===== src/rtl/gmt_pkg.sv =====
// Shared constants and types of the grid mesh triangulator.
// Depends on nothing; imported by every RTL module.
package gmt_pkg;

  localparam int MAX_WIDTH  = 2048;
  localparam int MAX_HEIGHT = 2048;
  localparam int COL_W      = $clog2(MAX_WIDTH);
  localparam int ROW_W      = $clog2(MAX_HEIGHT);
  localparam int SIZE_W     = 12;
  localparam int COORD_W    = 32;
  localparam int NUM_W      = 23;
  localparam int CFG_IDX_W  = 2;
  localparam int Q_DEPTH    = 4;
  localparam int Q_PTR_W    = $clog2(Q_DEPTH);
  localparam int Q_CNT_W    = $clog2(Q_DEPTH + 1);

  localparam logic [CFG_IDX_W-1:0] REG_IMAGE_WIDTH  = 2'd0;
  localparam logic [CFG_IDX_W-1:0] REG_IMAGE_HEIGHT = 2'd1;
  localparam logic [CFG_IDX_W-1:0] REG_THRESHOLD    = 2'd2;

  localparam logic [SIZE_W-1:0]         WIDTH_RESET     = SIZE_W'(MAX_WIDTH);
  localparam logic [SIZE_W-1:0]         HEIGHT_RESET    = SIZE_W'(MAX_HEIGHT);
  localparam logic signed [COORD_W-1:0] THRESHOLD_RESET = -32'sd65536000;

  localparam logic TRI_UPPER = 1'b0;
  localparam logic TRI_LOWER = 1'b1;

  typedef struct packed {
    logic [SIZE_W-1:0]         image_width;
    logic [SIZE_W-1:0]         image_height;
    logic signed [COORD_W-1:0] valid_threshold;
  } cfg_t;

  typedef struct packed {
    logic             valid;
    logic [NUM_W-1:0] num;
  } entry_t;

  typedef struct packed {
    logic             upper_en;
    logic             lower_en;
    logic [NUM_W-1:0] cur;
    logic [NUM_W-1:0] left;
    logic [NUM_W-1:0] up;
    logic [NUM_W-1:0] up_left;
  } job_t;

  typedef struct packed {
    logic [NUM_W-1:0] corner_a;
    logic [NUM_W-1:0] corner_b;
    logic [NUM_W-1:0] corner_c;
    logic             kind;
    logic             last;
  } tri_t;

endpackage


===== src/rtl/gmt_job_queue.sv =====
// Short job queue between front end and back end.
// Depends on gmt_pkg.
module gmt_job_queue (
  input  logic          clk,
  input  logic          rst_n,
  input  logic          push,
  input  gmt_pkg::job_t push_job,
  output logic          full,
  input  logic          pop,
  output gmt_pkg::job_t head,
  output logic          empty
);
  import gmt_pkg::*;

  job_t               slot_r [Q_DEPTH];
  logic [Q_PTR_W-1:0] wr_ptr_r, wr_ptr_nxt;
  logic [Q_PTR_W-1:0] rd_ptr_r, rd_ptr_nxt;
  logic [Q_CNT_W-1:0] cnt_r, cnt_nxt;
  logic               do_push;
  logic               do_pop;

  assign full    = cnt_r == Q_CNT_W'(Q_DEPTH);
  assign empty   = cnt_r == '0;
  assign head    = slot_r[rd_ptr_r];
  assign do_push = push && !full;
  assign do_pop  = pop && !empty;

  always_comb begin
    wr_ptr_nxt = do_push ? wr_ptr_r + Q_PTR_W'(1) : wr_ptr_r;
    rd_ptr_nxt = do_pop ? rd_ptr_r + Q_PTR_W'(1) : rd_ptr_r;
    cnt_nxt    = cnt_r + Q_CNT_W'(do_push) - Q_CNT_W'(do_pop);
  end

  always_ff @(posedge clk) begin
    if (!rst_n) begin
      wr_ptr_r <= '0;
      rd_ptr_r <= '0;
      cnt_r    <= '0;
    end else begin
      wr_ptr_r <= wr_ptr_nxt;
      rd_ptr_r <= rd_ptr_nxt;
      cnt_r    <= cnt_nxt;
    end
  end

  always_ff @(posedge clk) begin
    if (do_push) begin
      slot_r[wr_ptr_r] <= push_job;
    end
  end

endmodule


===== config.mk =====
export PLATFORM = sky130hd
export DESIGN_NAME = gmt_job_queue
export DESIGN_NICKNAME = d
export VERILOG_FILES = /design/src/rtl/gmt_pkg.sv /design/src/rtl/gmt_job_queue.sv
export SDC_FILE = /design/constraint.sdc
export NUM_CORES = 1
export LEC_CHECK = 0
export BUFFER_PORTS_ARGS = -buffer_cell sky130_fd_sc_hd__buf_2
export CAP_MARGIN = 20
export CORE_MARGIN = 5
export CORE_UTILIZATION = 61
export DETAILED_ROUTE_END_ITERATION = 10
export GPL_TIMING_DRIVEN = 0
export PLACE_DENSITY = 0.95
export SETUP_SLACK_MARGIN = 0.02
export SYNTH_ARGS = -nofsm -noshare
export SYNTH_HDL_FRONTEND = slang
export SYNTH_SLANG_ARGS = --single-unit

===== constraint.sdc =====
create_clock -name clk -period 5.6 [get_ports clk]
set_input_delay 1.12 -clock clk [delete_from_list [all_inputs] [get_ports clk]]
set_output_delay 1.12 -clock clk [all_outputs]
set_load 0.005 [all_outputs]

==> results of run 1 <==
-- Yosys cell counts --
cell type	number
or4bb_1	1
buf_2	8
buf_4	3
mux2i_1	2
xnor2_1	2
mux4_2	94
inv_1	6
nor3b_1	1
edfxtp_1	376
and2_1	7
buf_12	7
dfxtp_1	9
nor3_1	1
clkbuf_1	1
nor2b_1	2
or3_1	1
fa_1	1
buf_6	1
buf_1	3
ha_1	6
o21ai_0	3
a21boi_0	1
nand2_1	6
-- cell type report --
type / instances / area, µm²
antenna: 3 / 7.507
buffer: 23 / 229.0
clock buffer: 48 / 1010
clock inverter: 18 / 140.1
fill: 1251 / 6011
inverter: 6 / 22.52
multi-input combinational: 128 / 2391
sequential: 385 / 11470
tap: 285 / 356.6
timing repair buffer: 196 / 1071
-- path summary, 6_finish.rpt --
path / start / to / slack (ns)
max: register / head[47] / 2.35
min: wr_ptr_r[1] / wr_ptr_r[1] / 0.52
max reg2reg: cnt_r[1] / cnt_r[2] / 3.00
min reg2reg: wr_ptr_r[1] / wr_ptr_r[1] / 0.52
-- metrics by stage --
stage | utilization (%) | cell area [µm²] | worst slack (ns) | instances | hold slack [ns]
3_3_place_gp | 67.91 | 15420 | -0.2727 | 1019 | 0.4795
3_5_place_dp | 68.44 | 15540 | 2.350 | 1023 | 0.5080
4_1_cts | 73.50 | 16690 | 2.307 | 1089 | 0.5197
6_report | 73.53 | 16700 | 2.345 | 1092 | 0.5170
2_1_floorplan | - | 14100 | 1.460 | 542 | 0.4609
5_1_grt | 73.51 | 16690 | 2.240 | 1090 | 0.5466
-- layer usage --
metal  part of all wire [%]  global-route usage, %  up-vias
li1                       -                      -     2801
met1                     37                  27.94     3450
met2                     53                  36.78      247
met3                    7.4                  5.354       46
met4                    2.0                  5.421        2
met5                  0.047                      0        -
-- state kept, by name, summed over array words and instances, names as in the netlist, named ones only --
name      cells
slot_r      376
cnt_r         3
rd_ptr_r      2
wr_ptr_r      2
-- cell families after synthesis --
family,count (synthesis)
compound gates,4
simple gates,19
mux,96
buf+inv,29
xor+xnor,2
flops,385
fa+ha+maj,7
-- power breakdown --
group	internal [mW]	total (mW)	switching, mW
logic	0.790	1.53	0.744
registers	3.50	3.58	0.0833
clock network	1.37	2.35	0.983
total	5.65	7.46	1.81
-- critical path: stages, from the launching register on --
cell and delay (ns):
dfxtp_1 0.38, buf_2 0.35, buf_2 0.36, mux4_2 0.39, buf_2 0.15
==> results.toml, run 1 <==
[clocking]
clk_latency_ns = 0.50
post_cts_buffers = 0
cts_hold_buf = 0
cts-resized-gates = 0
clkTransAtPathRegs_ns = 0.06
cts_tree = "built"
clock_path_buffers = 3
root_buffer = "clkbuf_16"
cts-htree-levels = 2
cts_buffers = 38
cts_sinks = 385

[global_route]
grt_max_degree = 57
grt_pass1_wl_um = 42060
grt_pass1_vias = 7058
grt.total_usage_pct = 21.36
grt-ovfl-total = 0
antenna_found_initial = 3

[floorplan]
die_area_um2 = 26260
fp.dieH_um = 162.1
die_w_um = 162.1
rows = 55
start_util_pct = 62.10
io_pins = 194
core_um2 = 22710

[final_layout]
drive_above_1_share_pct = 45.15
fin_nets = 883
layout_common_cells = "edfxtp_1 (376), buf_2 (200), mux4_2 (94)"
layout_commonest_cell = "edfxtp_1"
syn_to_final_growth_pct = 18.40

[yosys]
synth_top_family_by_area = "multiplexers"
synth_compound_area_share_pct = 0.1597
yosysWarnings = 0
synthXorXnorAreaFrac_pct = 0.1242
synth_top_cell_area_share_pct = 80.06
syn-cell-area_um2 = 14100
yosysUniqueCellTypes = 23
synth.largest_area_cell = "edfxtp_1"
syn-mean-instance-area_um2 = 26.02
synth_fa_ha_area_share_pct = 0.6742
synth_area_leaders = "edfxtp_1 (80%), mux4_2 (15%), dfxtp_1 (1.3%)"
syn_nets = 647
synth_seq_cells = 385
synth_mux_area_share_pct = 15.15
synthSimpleGateAreaFrac_pct = 0.7718
seq_area_frac_synth_pct = 81.33
syn_inst = 542

[sta]
slew_viol_final = 0
setup-tns-final_ns = 0
worstMarginPinSlew_ns = 0.8853
post-route-period-util_pct = 58.12
clock_skew_ns = 0.01454
fmax_mhz = 307.3
min_period_ns = 3.255
setup_viol = 0
slew_headroom_pct = 40.98
hold_viol = 0
rsz0062_at_grt = "no"

[detailed_routing]
remaining_drc_errors = 0
vias = 6546
ant_nets = 0
firstDrtPassIters = 7
drtIter0Drc = 510
wirelength_um = 27650
vias_per_cell = 5.995
wire_per_inst_um = 25.32

[min_path]
hp-class = "reg2reg"
holdPathStages = 2

[setup_path]
cp-start-kind = "register"
arrival_ns = 2.13
worstRegToRegCells = 9
worstPathRequired_ns = 4.48
crit_fanout = 10
crit_path_end_kind = "output pin"
path_class = "reg2out"

[pwr]
power_mw = 7.462
powerDensity_nw_per_um2 = 446.9
leakage_nw = 5.642
ir_drop_v = 0.0003345

[job]
cap_violations = 0

[place]
io_buffers = 192
gp_congestion = 0.6989
dp_hpwl_um = 16790

[status]
status = "completed"
Note: power is estimated with default switching activity, not from simulation.
==> run 2: changes to the inputs <==
Settings changed: CORE_UTILIZATION 61 to 57, PLACE_DENSITY 0.95 to 0.9.
Clock period 5.6 ns to 3.27 ns, I/O delays scaled along.
==> run 2 against run 1 <==
- clock power rose by 77%
- via count decreased by 0.40%
- critical path depth is the same
- worst setup slack lost 1.9 ns
- largest cell class unchanged
==> results.toml, run 2 (synthesis results as in run 1) <==
[final_layout]
finalNonFillerCells = 1131
fillers = 1433
largest_reg_flops = 376
syn_to_final_growth_pct = 19.14
layout_common_cells = "edfxtp_1 (376), buf_2 (200), mux4_2 (94)"
layout_commonest_cell = "edfxtp_1"
finish.instance_area_um2 = 16800
top_regs = "slot_r x376, cnt_r x3"
finalCoreUtilization_pct = 69.09
drive_above_1_share_pct = 45.48
antenna_cells = 0
fin_nets = 884
regMostFlops = "slot_r"

[setup_path]
worstRegToRegCells = 11
crit_fanout = 10
cp-start-kind = "register"
path_class = "reg2out"
worstPathRequired_ns = 2.62
reg2reg_slack_ns = 0.61
crit_path_end_kind = "output pin"
r2r-end = "cnt_r[2]"
arrival_ns = 2.12
r2r-start = "cnt_r[2]"

[min_path]
hp-class = "in2reg"
hold_path_end = "slot_r[0][44]"
holdPathStages = 1
worstHoldStart = "push_job[44]"

[sta]
slew_headroom_pct = 51.65
setup-tns-final_ns = 0
setup_slack_ns = 0.4930
worstMarginPinSlew_ns = 0.7253
fmax_mhz = 360.1
setup_viol = 0
clock_skew_ns = 0.01117
rsz0062_at_grt = "no"
post-route-period-util_pct = 84.92
slew_viol_final = 0
min_period_ns = 2.777
hold_viol = 0

[clocking]
cts_tree = "built"
clkTransAtPathRegs_ns = 0.07
post_cts_buffers = 0
clock_path_buffers = 3
cts-htree-levels = 2
cts_buffers = 38
cts-resized-gates = 0
cts_sinks = 385
cts_hold_buf = 0
root_buffer = "clkbuf_16"
clk_latency_ns = 0.51

[global_route]
grt_max_degree = 59
grt_pass1_vias = 7150
grt_pass1_wl_um = 42410
antenna_found_initial = 1
grt.total_usage_pct = 19.90
grt-ovfl-total = 0

[pwr]
ir_drop_v = 0.0006144
leakage_nw = 5.682
powerDensity_nw_per_um2 = 768.3

[detailed_routing]
ant_nets = 0
remaining_drc_errors = 0
firstDrtPassIters = 5
drtIter0Drc = 589
vias = 6520
wire_per_inst_um = 24.57
vias_per_cell = 5.765
wirelength_um = 27790

[floorplan]
die_w_um = 167.3
core_um2 = 24320
start_util_pct = 57.99
rows = 57
fp.dieH_um = 167.3
die_area_um2 = 27990
io_pins = 194

[place]
dpl.cell_count = 1063
dp_hpwl_um = 16820
gp_congestion = 0.7119
io_buffers = 192
pre_cts_ws_ns = 0.4889
place_area_um2 = 15600

[job]
cap_violations = 0

[status]
status = "completed"
==> run 2: worst max-delay path by stage <==
stage	start	to
finish	register	head[86]
global route	cnt_r[2]	cnt_r[2]
CTS	register	head[86]
detailed placement	push	cnt_r[2]
global placement	push	slot_r[0][81]
floorplan	push	slot_r[0][0]
==> run 2: area by class of cell <==
class | instances | area, µm² | area share [%]
buffer | 23 | 229.0 | 1.363
clock buffer | 48 | 1052 | 6.263
clock inverter | 20 | 147.6 | 0.8787
inverter | 6 | 22.52 | 0.1340
multi-input combinational | 128 | 2391 | 14.23
sequential | 385 | 11470 | 68.27
tap | 324 | 405.4 | 2.413
timing repair buffer | 197 | 1084 | 6.449
==> run 2: stage by stage <==
stage	power, mW	hold WS [ns]
floorplan	7.795	0.4609
global placement	8.763	0.4785
detailed placement	8.873	0.4983
CTS	13.06	0.3263
global route	13.48	0.3339
finish	12.91	0.3478
==> run 2: metal layers <==
metal | up-vias | routed length (µm) | part of all wire (%) | global-route usage, %
met5 | - | 7 | 0.025 | 0
met1 | 3396 | 10880 | 39 | 26.39
li1 | 2800 | - | - | -
met3 | 47 | 2027 | 7.3 | 4.597
met2 | 275 | 14320 | 52 | 33.92
met4 | 2 | 551 | 2.0 | 5.258
==> run 2: power breakdown <==
part	total (mW)	internal, mW	switching, mW
logic	2.62	1.35	1.27
clock network	4.16	2.44	1.72
registers	6.12	5.98	0.140
total	12.9	9.77	3.13
==> run 2: critical path, stage by stage, from the launching register on <==
cell,delay (ns)
dfxtp_1,0.38
buf_2,0.33
buf_2,0.35
mux4_2,0.39
buf_2,0.15
