==> config.mk <==
export PLATFORM = sky130hd
export DESIGN_NAME = gmt_back
export DESIGN_NICKNAME = d
export VERILOG_FILES = /design/src/rtl/gmt_pkg.sv /design/src/rtl/gmt_back.sv
export SDC_FILE = /design/constraint.sdc
export NUM_CORES = 1
export LEC_CHECK = 0
export BUFFER_PORTS_ARGS = -buffer_cell sky130_fd_sc_hd__buf_2
export CAP_MARGIN = 20
export CORE_MARGIN = 2
export CORE_UTILIZATION = 40
export DETAILED_ROUTE_END_ITERATION = 12
export GPL_ROUTABILITY_DRIVEN = 1
export PLACE_DENSITY = 0.83
export SYNTH_ARGS = -nofsm -noshare
export SYNTH_HDL_FRONTEND = slang
export SYNTH_SLANG_ARGS = --single-unit
==> constraint.sdc <==
create_clock -name clk -period 10.7 [get_ports clk]
set_clock_uncertainty 0.1 [all_clocks]
set_input_delay 0 -clock clk [delete_from_list [all_inputs] [get_ports clk]]
set_output_delay 0 -clock clk [all_outputs]
set_load 0.03 [all_outputs]
==> src/rtl/gmt_pkg.sv <==
// Shared constants and types of the grid mesh triangulator.
// Depends on nothing; imported by every RTL module.
package gmt_pkg;

  localparam int MAX_WIDTH  = 2048;
  localparam int MAX_HEIGHT = 2048;
  localparam int COL_W      = $clog2(MAX_WIDTH);
  localparam int ROW_W      = $clog2(MAX_HEIGHT);
  localparam int SIZE_W     = 12;
  localparam int COORD_W    = 32;
  localparam int NUM_W      = 23;
  localparam int CFG_IDX_W  = 2;
  localparam int Q_DEPTH    = 4;
  localparam int Q_PTR_W    = $clog2(Q_DEPTH);
  localparam int Q_CNT_W    = $clog2(Q_DEPTH + 1);

  localparam logic [CFG_IDX_W-1:0] REG_IMAGE_WIDTH  = 2'd0;
  localparam logic [CFG_IDX_W-1:0] REG_IMAGE_HEIGHT = 2'd1;
  localparam logic [CFG_IDX_W-1:0] REG_THRESHOLD    = 2'd2;

  localparam logic [SIZE_W-1:0]         WIDTH_RESET     = SIZE_W'(MAX_WIDTH);
  localparam logic [SIZE_W-1:0]         HEIGHT_RESET    = SIZE_W'(MAX_HEIGHT);
  localparam logic signed [COORD_W-1:0] THRESHOLD_RESET = -32'sd65536000;

  localparam logic TRI_UPPER = 1'b0;
  localparam logic TRI_LOWER = 1'b1;

  typedef struct packed {
    logic [SIZE_W-1:0]         image_width;
    logic [SIZE_W-1:0]         image_height;
    logic signed [COORD_W-1:0] valid_threshold;
  } cfg_t;

  typedef struct packed {
    logic             valid;
    logic [NUM_W-1:0] num;
  } entry_t;

  typedef struct packed {
    logic             upper_en;
    logic             lower_en;
    logic [NUM_W-1:0] cur;
    logic [NUM_W-1:0] left;
    logic [NUM_W-1:0] up;
    logic [NUM_W-1:0] up_left;
  } job_t;

  typedef struct packed {
    logic [NUM_W-1:0] corner_a;
    logic [NUM_W-1:0] corner_b;
    logic [NUM_W-1:0] corner_c;
    logic             kind;
    logic             last;
  } tri_t;

endpackage

==> src/rtl/gmt_back.sv <==
// Back end: expands each job into one or two triangle words and holds the
// output register. Depends on gmt_pkg.
module gmt_back (
  input  logic          clk,
  input  logic          rst_n,
  input  gmt_pkg::job_t head,
  input  logic          q_empty,
  output logic          q_pop,
  output gmt_pkg::tri_t out_tri,
  output logic          out_empty,
  input  logic          out_pop
);
  import gmt_pkg::*;

  logic out_valid_r, out_valid_nxt;
  logic second_r, second_nxt;
  tri_t tri_r, tri_nxt;
  logic load;
  logic emit_upper;

  assign load       = !out_valid_r || out_pop;
  assign emit_upper = head.upper_en && !second_r;
  assign out_tri    = tri_r;
  assign out_empty  = !out_valid_r;

  always_comb begin
    out_valid_nxt = out_valid_r;
    second_nxt    = second_r;
    tri_nxt       = tri_r;
    q_pop         = 1'b0;
    if (load) begin
      out_valid_nxt = !q_empty;
      if (!q_empty) begin
        if (emit_upper) begin
          tri_nxt.corner_a = head.up_left;
          tri_nxt.corner_b = head.up;
          tri_nxt.corner_c = head.left;
          tri_nxt.kind     = TRI_UPPER;
          tri_nxt.last     = !head.lower_en;
          second_nxt       = head.lower_en;
          q_pop            = !head.lower_en;
        end else begin
          tri_nxt.corner_a = head.cur;
          tri_nxt.corner_b = head.left;
          tri_nxt.corner_c = head.up;
          tri_nxt.kind     = TRI_LOWER;
          tri_nxt.last     = 1'b1;
          second_nxt       = 1'b0;
          q_pop            = 1'b1;
        end
      end
    end
  end

  always_ff @(posedge clk) begin
    if (!rst_n) begin
      out_valid_r <= 1'b0;
      second_r    <= 1'b0;
    end else begin
      out_valid_r <= out_valid_nxt;
      second_r    <= second_nxt;
    end
  end

  always_ff @(posedge clk) begin
    tri_r <= tri_nxt;
  end

endmodule

==> run metrics, run 1 <==
number of instances in the synthesized netlist around 300; register bit count reported by yosys 73; H-tree levels 3; number of core rows 32; proportion of synthesized flip-flops having asynchronous set or reset 0%; register area share after synthesis between 60 and 70%; postcts setup bufs 0; IO Port Bufs 170; post-synthesis instance area between 3000 and 4000 sq um; most common cell in the synthesized netlist sky130_fd_sc_hd__nand2_1; Stopped at clock tree synthesis (4_1_cts); chip width about 93 um; height of the die between 90 and 100 um; number of nets produced by synthesis 405; leading register cell type out of synthesis sky130_fd_sc_hd__edfxtp_1; count of cells resized by post-cts repair 0; area share of the leading cell type in the synthesized netlist around two thirds; Initial Utilization about two fifths; cell accounting for the most synthesized area sky130_fd_sc_hd__edfxtp_1; final weighted congestion in routability-driven placement about 0.7; Hold Buf Count CTS 118; TritonCTS Sinks 73; number of distinct library cells after synthesis 16; cell types occupying the most area after synthesis sky130_fd_sc_hd__edfxtp_1 68%, sky130_fd_sc_hd__nand2_1 25%, sky130_fd_sc_hd__buf_6 3.2%; top cells by instance count after synthesis 208 x sky130_fd_sc_hd__nand2_1, 71 x sky130_fd_sc_hd__edfxtp_1, 9 x sky130_fd_sc_hd__buf_6; Synth Area per Inst about 10 sq um; count of flip-flops with a built-in enable after synthesis 71; clock root cell sky130_fd_sc_hd__clkbuf_8; tool error [ERROR RSZ-0060] Max buffer count reached.; status did not finish; I/O pins about 170; warning count from the yosys run 0; number of buffers on the longest clock path 2; clock buffer count from CTS 9; DPL Wire Length approximately 4.9 mm
logic make-up after synthesis:
logic type             Yosys count  share of synthesized area [%]
AO/OA/AOI/OAI                    3                          0.635
buffers and inverters           17                           4.48
flip-flops                      73                           68.9
AND/OR/NAND/NOR                214                           26.0
stage by stage:
step                      instance area (sq um)  utilization [%]  cells  hold slack (ns)  worst slack (ns)
after floorplan                            3150                -    307          0.00615              6.58
after global placement                     4030             52.4    566            0.150              8.67
after detailed placement                   4030             52.4    566            0.164              8.59
==> run 2, diff against run 1 <==
- CORE_UTILIZATION: 40 -> 25
- PLACE_DENSITY: 0.83 -> unset
- PLACE_DENSITY_LB_ADDON: unset -> 0.15
==> run 2 against run 1 <==
The run now ends clean. Synthesized cell count is the same. Area after synthesis did not move.
==> run metrics, run 2 <==
status finished clean; number of instances in the synthesized netlist roughly 300; I/O pins between 150 and 200; power density over the cells 143 nW/um^2; number of nets produced by synthesis 405; detailed-route vias per instance about 4; height of the die between 100 and 150 um; mux contribution to synthesized area 0%; fraction of final layout cells with drive strength greater than 1 31.0%; leak pwr 0.00269 uW; Largest register FFs around 70; final setup TNS 0 ns; Synth Area per Inst 10.3 sq um; TritonCTS Sinks 73; post-synthesis compound-gate area fraction 0.635%; final weighted congestion in routability-driven placement approximately 0.7; peak fanout along the critical path 37; later-pin clock latency in the skew report around 0.33 ns; chip width 116 um; Highest Clock Rate ~430 MHz; number of core rows 41; total count of hold-check failures in the final report 0; register area share after synthesis 68.9%; max-slew violation count 0; total congestion overflow after global routing 0; xor/xnor cell area share of the yosys netlist 0%; initial antenna violation count 0; proportion of synthesized flip-flops having asynchronous set or reset 0%; setup repair after global routing missed its margin false; required arrival time at the worst endpoint approximately 11 ns; cell types occupying the most area after synthesis sky130_fd_sc_hd__edfxtp_1 68%, sky130_fd_sc_hd__nand2_1 25%, sky130_fd_sc_hd__buf_6 3.2%; CORE AREA about 12,000 sq um; H-tree levels 3; count of flip-flops with a built-in enable after synthesis slightly above 70; number of detailed-routing iterations run before antenna repair 4; dominant combinational cell family by area after synthesis simple AND/OR/NAND/NOR gates; Initial DRC Count 71; GRT Util Overall about 13%; register bit count reported by yosys 73; VDD IR max ~0.11 mV; most common cell in the synthesized netlist sky130_fd_sc_hd__nand2_1; final period utilization between 20 and 25%; clock buffer count from CTS 9; number of nets at the end of the flow 693; IO Port Bufs 170; clock root cell sky130_fd_sc_hd__clkbuf_16; area growth from synthesis to final layout 77.4%; Simple-Gate Fraction of Synth Area between 20% and 30%; type of destination of the critical path register; warning count from the yosys run 0; CTS tree done; number of distinct library cells after synthesis 16; largest net degree at the start of global routing between 70 and 80; element type at the critical path start register; final-report setup violation count 0; DRC errors left 0; count of cells resized by post-cts repair 0; number of buffers on the longest clock path 2; antenna-violating nets left 0; type of the tightest min-delay check in -> reg; post-layout min period around 2.3 ns; Initial Utilization approximately a quarter; max cap viols 0; post-layout power 803 uW; leading register cell type out of synthesis sky130_fd_sc_hd__edfxtp_1; signal arrival time at the worst endpoint between 2 and 2.5 ns; number of global-route vias before repair around 3k; WL final ~9 mm; post-DR wirelength/cell 11.4 um; DPL Wire Length 5.17 mm; commonest cells after routing, fill and taps aside 208 x sky130_fd_sc_hd__nand2_1, 170 x sky130_fd_sc_hd__buf_2, 120 x sky130_fd_sc_hd__dlygate4sd3_1; cell accounting for the most synthesized area sky130_fd_sc_hd__edfxtp_1; leading cell type in the layout, fill and taps excluded sky130_fd_sc_hd__nand2_1; wire length of the first global-routing pass 13.3 mm; die footprint around 14,000 sq um; fraction of the mapped netlist area in adder cells 0%; area share of the leading cell type in the synthesized netlist between 60% and 70%; total vias in the final route slightly above 3k; number of antenna diodes 0; Worst Setup Path Type reg -> reg; clock transition at the registers of the reported paths around 0.06 ns; post-synthesis instance area roughly 3200 sq um; top cells by instance count after synthesis 208 x sky130_fd_sc_hd__nand2_1, 71 x sky130_fd_sc_hd__edfxtp_1, 9 x sky130_fd_sc_hd__buf_6; headroom to the max-slew limit 32.7%; transition time at the pin with the least slew margin 1.01 ns
==> run 2: cell counts after synthesis <==
No cell type changed its count.
==> run 2: path summary, 6_finish.rpt <==
check	startpoint	end	slack, ns	cells past startpoint
max	out_valid_r	out_tri[28]	8.39	3
max reg2reg	out_valid_r	out_tri[28]	8.39	3
min	head[93]	out_tri[1]	0.33	3
min reg2reg	second_r	out_tri[1]	0.90	2
==> run 2: critical path, cell delays in order (launching register included) <==
cell and delay (ns):
sky130_fd_sc_hd__dfxtp_1 0.31, sky130_fd_sc_hd__nor2b_1 0.16, sky130_fd_sc_hd__nor2_4 0.76, sky130_fd_sc_hd__buf_4 0.58
==> run 2: layer usage <==
metal	routed length [um]	part of all wire, %	global-route usage [%]	up-vias
li1	-	-	-	1562
met1	3520	40	13.1	1388
met2	4240	48	23.3	125
met3	927	11	5.97	8
met4	75	0.86	4.05	0
met5	0	0	0	-
==> run 2: area by class of cell <==
class                      count  area, sq um
multi-input combinational    217          853
inverter                       2         10.0
sequential                    73         2170
clock inverter                 5         46.3
fill                        1194         6870
timing repair buffer         292         2070
tap                          172          215
clock buffer                  11          233
==> run 2: cells by family after synthesis <==
kind of cell,after synthesis
buffers and inverters,17
DFF,73
AOI/OAI and AO/OA,3
and+or+nand+nor,214
==> run 2: repair_timing <==
action	4_1_cts	5_1_grt
buffers inserted	0	0
endpoints found under the setup margin	0	0
endpoints found under the hold margin	72	0
hold buffers	120	0
==> run 2: metrics by stage <==
stage / utilization, % / instance area, sq um / hold slack [ns] / instances / setup WS (ns)
after global routing: 44.9 / 5600 / 0.377 / 772 / 8.23
after global placement: 33.0 / 4120 / 0.161 / 636 / 8.36
final: 44.9 / 5600 / 0.335 / 772 / 8.39
after floorplan: - / 3150 / 0.00615 / 307 / 6.58
after CTS: 44.9 / 5600 / 0.347 / 772 / 8.33
after detailed placement: 33.0 / 4120 / 0.162 / 636 / 8.33
==> run 2: where the power goes <==
| group | switching [uW] | leakage (uW) | internal, uW |
|---|---|---|---|
| combinational | 94.9 | 0.00185 | 74.5 |
| clock | 108 | 0.000136 | 178 |
| sequential | 5.45 | 0.000710 | 342 |
Note: power is estimated with default switching activity, not from simulation.
==> run 3, diff against run 2 <==
- clock period: 10.7 -> 2.23 ns (I/O delays scaled with it)
==> run 3 against run 2 <==
Power rose to 4.7 times the previous value. Clock-buffer cell count up 5. Clock power rose to 4.7 times the previous value. Sequential power rose to 4.8 times the previous value. First-iteration DRC count up 42%. Combinational power grew to 4.8 times the previous value. Die area did not move. Maximum frequency increased by 17%. Non-clock buffer count rose by 2.
==> run metrics, run 3 (synthesized netlist as in run 2, its figures left out) <==
power density over the cells 680 nW/um^2; final period utilization 88.2%; Initial Utilization approximately a quarter; number of detailed-routing iterations run before antenna repair 4; GRT Util Overall 13.1%; number of nets at the end of the flow approximately 700; cell-by-cell trace of the critical path nor2b_4 > inv_4 > nand2_1 > nand2_1 > dlygate4sd3_1; type of destination of the critical path register; Buffers & Inverters on Critical Path 2; setup repair after global routing missed its margin false; fraction of final layout cells with drive strength greater than 1 approximately 31%; max cap viols 0; antenna-violating nets left 0; cell type group with the largest total delay on the critical path buffers and inverters; post-DR wirelength/cell 11.5 um; most frequent cell on the critical path sky130_fd_sc_hd__nand2_1; later-pin clock latency in the skew report around 0.33 ns; CTS tree done; postcts setup bufs 0; Filler Cells Inserted 1,217; status finished clean; signal arrival time at the worst endpoint between 2 and 2.5 ns; final setup TNS 0 ns; start of the worst register-to-register path second_r; total vias in the final route around 3.1k; H-tree levels 3; leading cell type in the layout, fill and taps excluded sky130_fd_sc_hd__nand2_1; Worst Setup Path Type reg -> reg; leak pwr ~0.0027 uW; wire length of the first global-routing pass 13.3 mm; DRC errors left 0; total count of hold-check failures in the final report 0; DPL Wire Length roughly 5.5 mm; detailed-route vias per instance 4.01; Initial DRC Count approximately 100; clock transition at the registers of the reported paths 0.05 ns; height of the die 116 um; Worst Setup SP second_r; number of buffers on the longest clock path 2; die footprint between 10,000 and 15,000 sq um; Largest register FFs 71; clock root cell sky130_fd_sc_hd__clkbuf_16; routed wl met3 approximately 940 um; TritonCTS Sinks 73; WL final a little under 9 mm; required arrival time at the worst endpoint ~2.3 ns; commonest cells after routing, fill and taps aside 208 x sky130_fd_sc_hd__nand2_1, 170 x sky130_fd_sc_hd__buf_2, 120 x sky130_fd_sc_hd__dlygate4sd3_1; CORE AREA between 10,000 and 15,000 sq um; number of global-route vias before repair just under 3k; max-slew violation count 0; routed length on met1 around 3.6 mm; post-layout power roughly 3800 uW; type of the tightest min-delay check in -> reg; initial antenna violation count 0; transition time at the pin with the least slew margin a little over 0.7 ns; final weighted congestion in routability-driven placement about 0.67; clock buffer count from CTS 9; chip width 116 um; IO Port Bufs 170; uppermost routed layer met4; cell with the largest stage delay on the worst path sky130_fd_sc_hd__dlygate4sd3_1; headroom to the max-slew limit 52.8%; element type at the critical path start register; Worst path max stage delay around 0.55 ns; final-report setup violation count 0; VDD IR max about 0.27 mV; post-layout min period 1.97 ns; total congestion overflow after global routing 0; critical register-to-register path endpoint out_tri[61]; number of antenna diodes 0; number of core rows about 40; peak fanout along the critical path 70; number of cells on the worst reg-to-reg path 5; routed wire length on met2 approximately 4.2 mm; Highest Clock Rate between 500 and 600 MHz; area growth from synthesis to final layout 77.7%; worst reg2reg setup slack about 0.26 ns; largest net degree at the start of global routing a little over 70; cell count along the critical path 5; capturing instance or port of the critical path out_tri[61]; I/O pins 171
-- run 3: changes by cell type in the layout (fill, tap and decap cells not counted), sizes merged --
cell / previous run / this run
bufinv: 1 / 0
clkinv: 4 / 0
clkbuf: 11 / 16
buf: 172 / 174
-- run 3: worst register-to-register path, stage by stage, from the launching register on --
cell and delay, ns:
sky130_fd_sc_hd__dfxtp_1 0.37, sky130_fd_sc_hd__nor2b_4 0.07, sky130_fd_sc_hd__inv_4 0.51, sky130_fd_sc_hd__nand2_1 0.13, sky130_fd_sc_hd__nand2_1 0.10, sky130_fd_sc_hd__dlygate4sd3_1 0.55
-- run 3: worst min path at each step --
stage	slack, ns	to	start	cells past startpoint
final	0.31	out_tri[0]	head[93]	4
after global routing	0.32	out_tri[23]	head[93]	5
after CTS	0.31	out_tri[0]	head[93]	4
after detailed placement	0.17	out_tri[52]	head[4]	3
after global placement	0.16	out_tri[50]	head[2]	3
after floorplan	0.006	out_valid_r	q_empty	1
-- run 3: layout make-up --
class	instances	area, sq um	area share (%)
Clock buffer	16	272	4.84
Inverter	2	10.0	0.179
Multi-Input combinational cell	217	853	15.2
Timing Repair Buffer	294	2080	37.2
Sequential cell	73	2170	38.8
Tap cell	172	215	3.84
-- run 3: where the power goes --
group / switching [uW] / leakage, uW / internal [uW] / total (uW)
clock: 513 / 0.000131 / 816 / 1330
sequential: 23.3 / 0.000710 / 1640 / 1660
combinational: 458 / 0.00186 / 360 / 818
-- run 3: repair_timing --
action / CTS / global route
endpoints found under the hold margin: 72 / 0
hold buffers: 120 / 0
resized for setup: 0 / 0
-- run 3: stage by stage --
stage                     setup slack (ns)  hold WS (ns)  cells  instance area (sq um)  utilization [%]
final                                0.262         0.311    774                   5600             45.0
after global routing                0.0936         0.322    774                   5600             45.0
after CTS                            0.247         0.308    774                   5600             45.0
after detailed placement             0.744         0.169    638                   4130             33.1
after global placement               0.775         0.160    638                   4130             33.1
after floorplan                      0.173       0.00615    307                   3160                -
-- run 3: routing by layer --
layer  global-route usage [%]  up-vias
met5                        0        -
met4                     6.03        0
met3                     5.45       12
met2                     22.1      127
met1                     14.2     1395
li1                         -     1573
==> run 4, diff against run 3 <==
- GPL_TIMING_DRIVEN: unset -> 0
==> run 4 against run 3 <==
Global-route usage increased by 1.3 points. Sequential cell count unchanged. Non-clock buffer count increased by 13. Critical endpoint is now out_tri[28]. Largest power group unchanged. Setup slack improved by 0.099 ns. Worst hold slack got worse by 0.18 ns. Via count increased by 2.3%. Power increased by 9.2%. First-iteration DRC count increased by 17%. Sequential power about the same. Highest routed layer unchanged.
==> run metrics, run 4 (synthesized netlist as in run 2, its figures left out) <==
status finished clean; later-pin clock latency in the skew report 0.33 ns; WL final just under 10 mm; CORE AREA approximately 12,000 sq um; required arrival time at the worst endpoint ~2.2 ns; I/O pins 171; Comb pwr share 20.8%; Largest register FFs 71; height of the die around 120 um; VDD IR max around 0.28 mV; setup repair after global routing missed its margin false; fraction of final layout cells with drive strength greater than 1 roughly 33%; leak pwr 0.00281 uW; chip width roughly 120 um; number of core rows 41; final-report setup violation count 0; TritonCTS Sinks 73; clock root cell sky130_fd_sc_hd__clkbuf_16; number of nets at the end of the flow roughly 710; power density over the cells between 700 and 800 nW/um^2; initial antenna violation count 0; largest net degree at the start of global routing 33; post-layout min period around 1.9 ns; number of detailed-routing iterations run before antenna repair 5; max-slew violation count 0; die footprint approximately 14,000 sq um; CTS tree done; clock buffer count from CTS 9; post-DR wirelength/cell approximately 12 um; clock transition at the registers of the reported paths 0.06 ns; postcts setup bufs 0; wire length of the first global-routing pass between 10 and 15 mm; DPL Wire Length approximately 6.4 mm; final period utilization 83.8%; post-layout power 4160 uW; element type at the critical path start register; headroom to the max-slew limit 67.0%; number of antenna diodes 0; peak fanout along the critical path 10; sequential fraction of design power around 40%; area growth from synthesis to final layout 84.0%; type of destination of the critical path register; IO Port Bufs 170; final weighted congestion in routability-driven placement between 0.6 and 0.7; number of buffers on the longest clock path 2; Worst Setup Path Type reg -> reg; max cap viols 0; final design utilization 46.6%; final setup TNS 0 ns; detailed-route vias per instance between 4 and 5; commonest cells after routing, fill and taps aside 208 x sky130_fd_sc_hd__nand2_1, 176 x sky130_fd_sc_hd__buf_2, 120 x sky130_fd_sc_hd__dlygate4sd3_1; worst reg2reg setup slack roughly 0.36 ns; number of global-route vias before repair a little under 3k; Power Internal 3110 uW; total vias in the final route approximately 3.2k; DRC errors left 0; total count of hold-check failures in the final report 0; antenna-violating nets left 0; type of the tightest min-delay check in -> reg; transition time at the pin with the least slew margin roughly 0.5 ns; Clk network pwr share around 39%; number of placed instances, taps included 651; signal arrival time at the worst endpoint between 1.5 and 2 ns; switching power 1050 uW; filler-free cell count of the finished design approximately 800; H-tree levels 3; Initial Utilization 25.3%; Initial DRC Count roughly 120; worst hold-check slack between 0.1 and 0.15 ns; Highest Clock Rate 535 MHz; GRT Util Overall ~14%; Sw Ratio 25.3%; total congestion overflow after global routing 0; leading cell type in the layout, fill and taps excluded sky130_fd_sc_hd__nand2_1
-- run 4: changes by cell type in the layout (fill, tap and decap cells not counted), sizes merged --
cell and delta:
clkbuf -7, clkinv +4, buf +13, bufinv +3
-- run 4: layer usage --
layer	vias to the layer above	routed length [um]	GRT usage, %
li1	1601	-	-
met1	1419	4330	17.3
met2	147	4480	23.8
met3	13	867	4.83
met4	0	142	5.48
met5	-	0	0
-- run 4: what timing repair did --
item	in CTS	in global routing
endpoints found under the hold margin	84	0
hold buffers	120	0
gates resized for setup	0	0
-- run 4: metrics by stage --
stage               cell area [sq um]  setup slack [ns]
finish                           5800             0.361
global route                     5800             0.274
CTS                              5800             0.361
detailed placement               4270             0.641
floorplan                        3160             0.173
global placement                 4230            -0.387
-- run 4: final timing paths --
check / from / endpoint / cells past startpoint
hold / removal: head[93] / out_tri[0] / 4
setup / recovery: second_r / out_tri[28] / 7
setup reg to reg: second_r / out_tri[28] / 7
hold reg to reg: second_r / out_tri[0] / 3
-- run 4: cell type report --
type	instances	area, sq um
Tap cell	172	215
Multi-Input combinational cell	217	848
Inverter	2	10.0
Sequential cell	73	2170
Timing Repair Buffer	292	2090
Clock buffer	9	225
Clock inverter	7	109
Buffer	15	131
Fill cell	1212	6660
-- run 4: power by group through the flow --
stage	registers (uW)	logic, uW	clock network, uW
final	1660	866	1630
after global routing	1670	942	1740
after CTS	1660	870	1680
after detailed placement	1690	667	0
after global placement	1690	650	0
after floorplan	1900	195	0
-- run 4: worst max-delay path: stages, from the launching register on --
cell and delay, ns:
sky130_fd_sc_hd__dfxtp_1 0.32, sky130_fd_sc_hd__nor2b_2 0.12, sky130_fd_sc_hd__buf_6 0.16, sky130_fd_sc_hd__inv_4 0.08, sky130_fd_sc_hd__buf_6 0.15, sky130_fd_sc_hd__nand2_1 0.07, sky130_fd_sc_hd__nand2_1 0.04, sky130_fd_sc_hd__dlygate4sd3_1 0.56
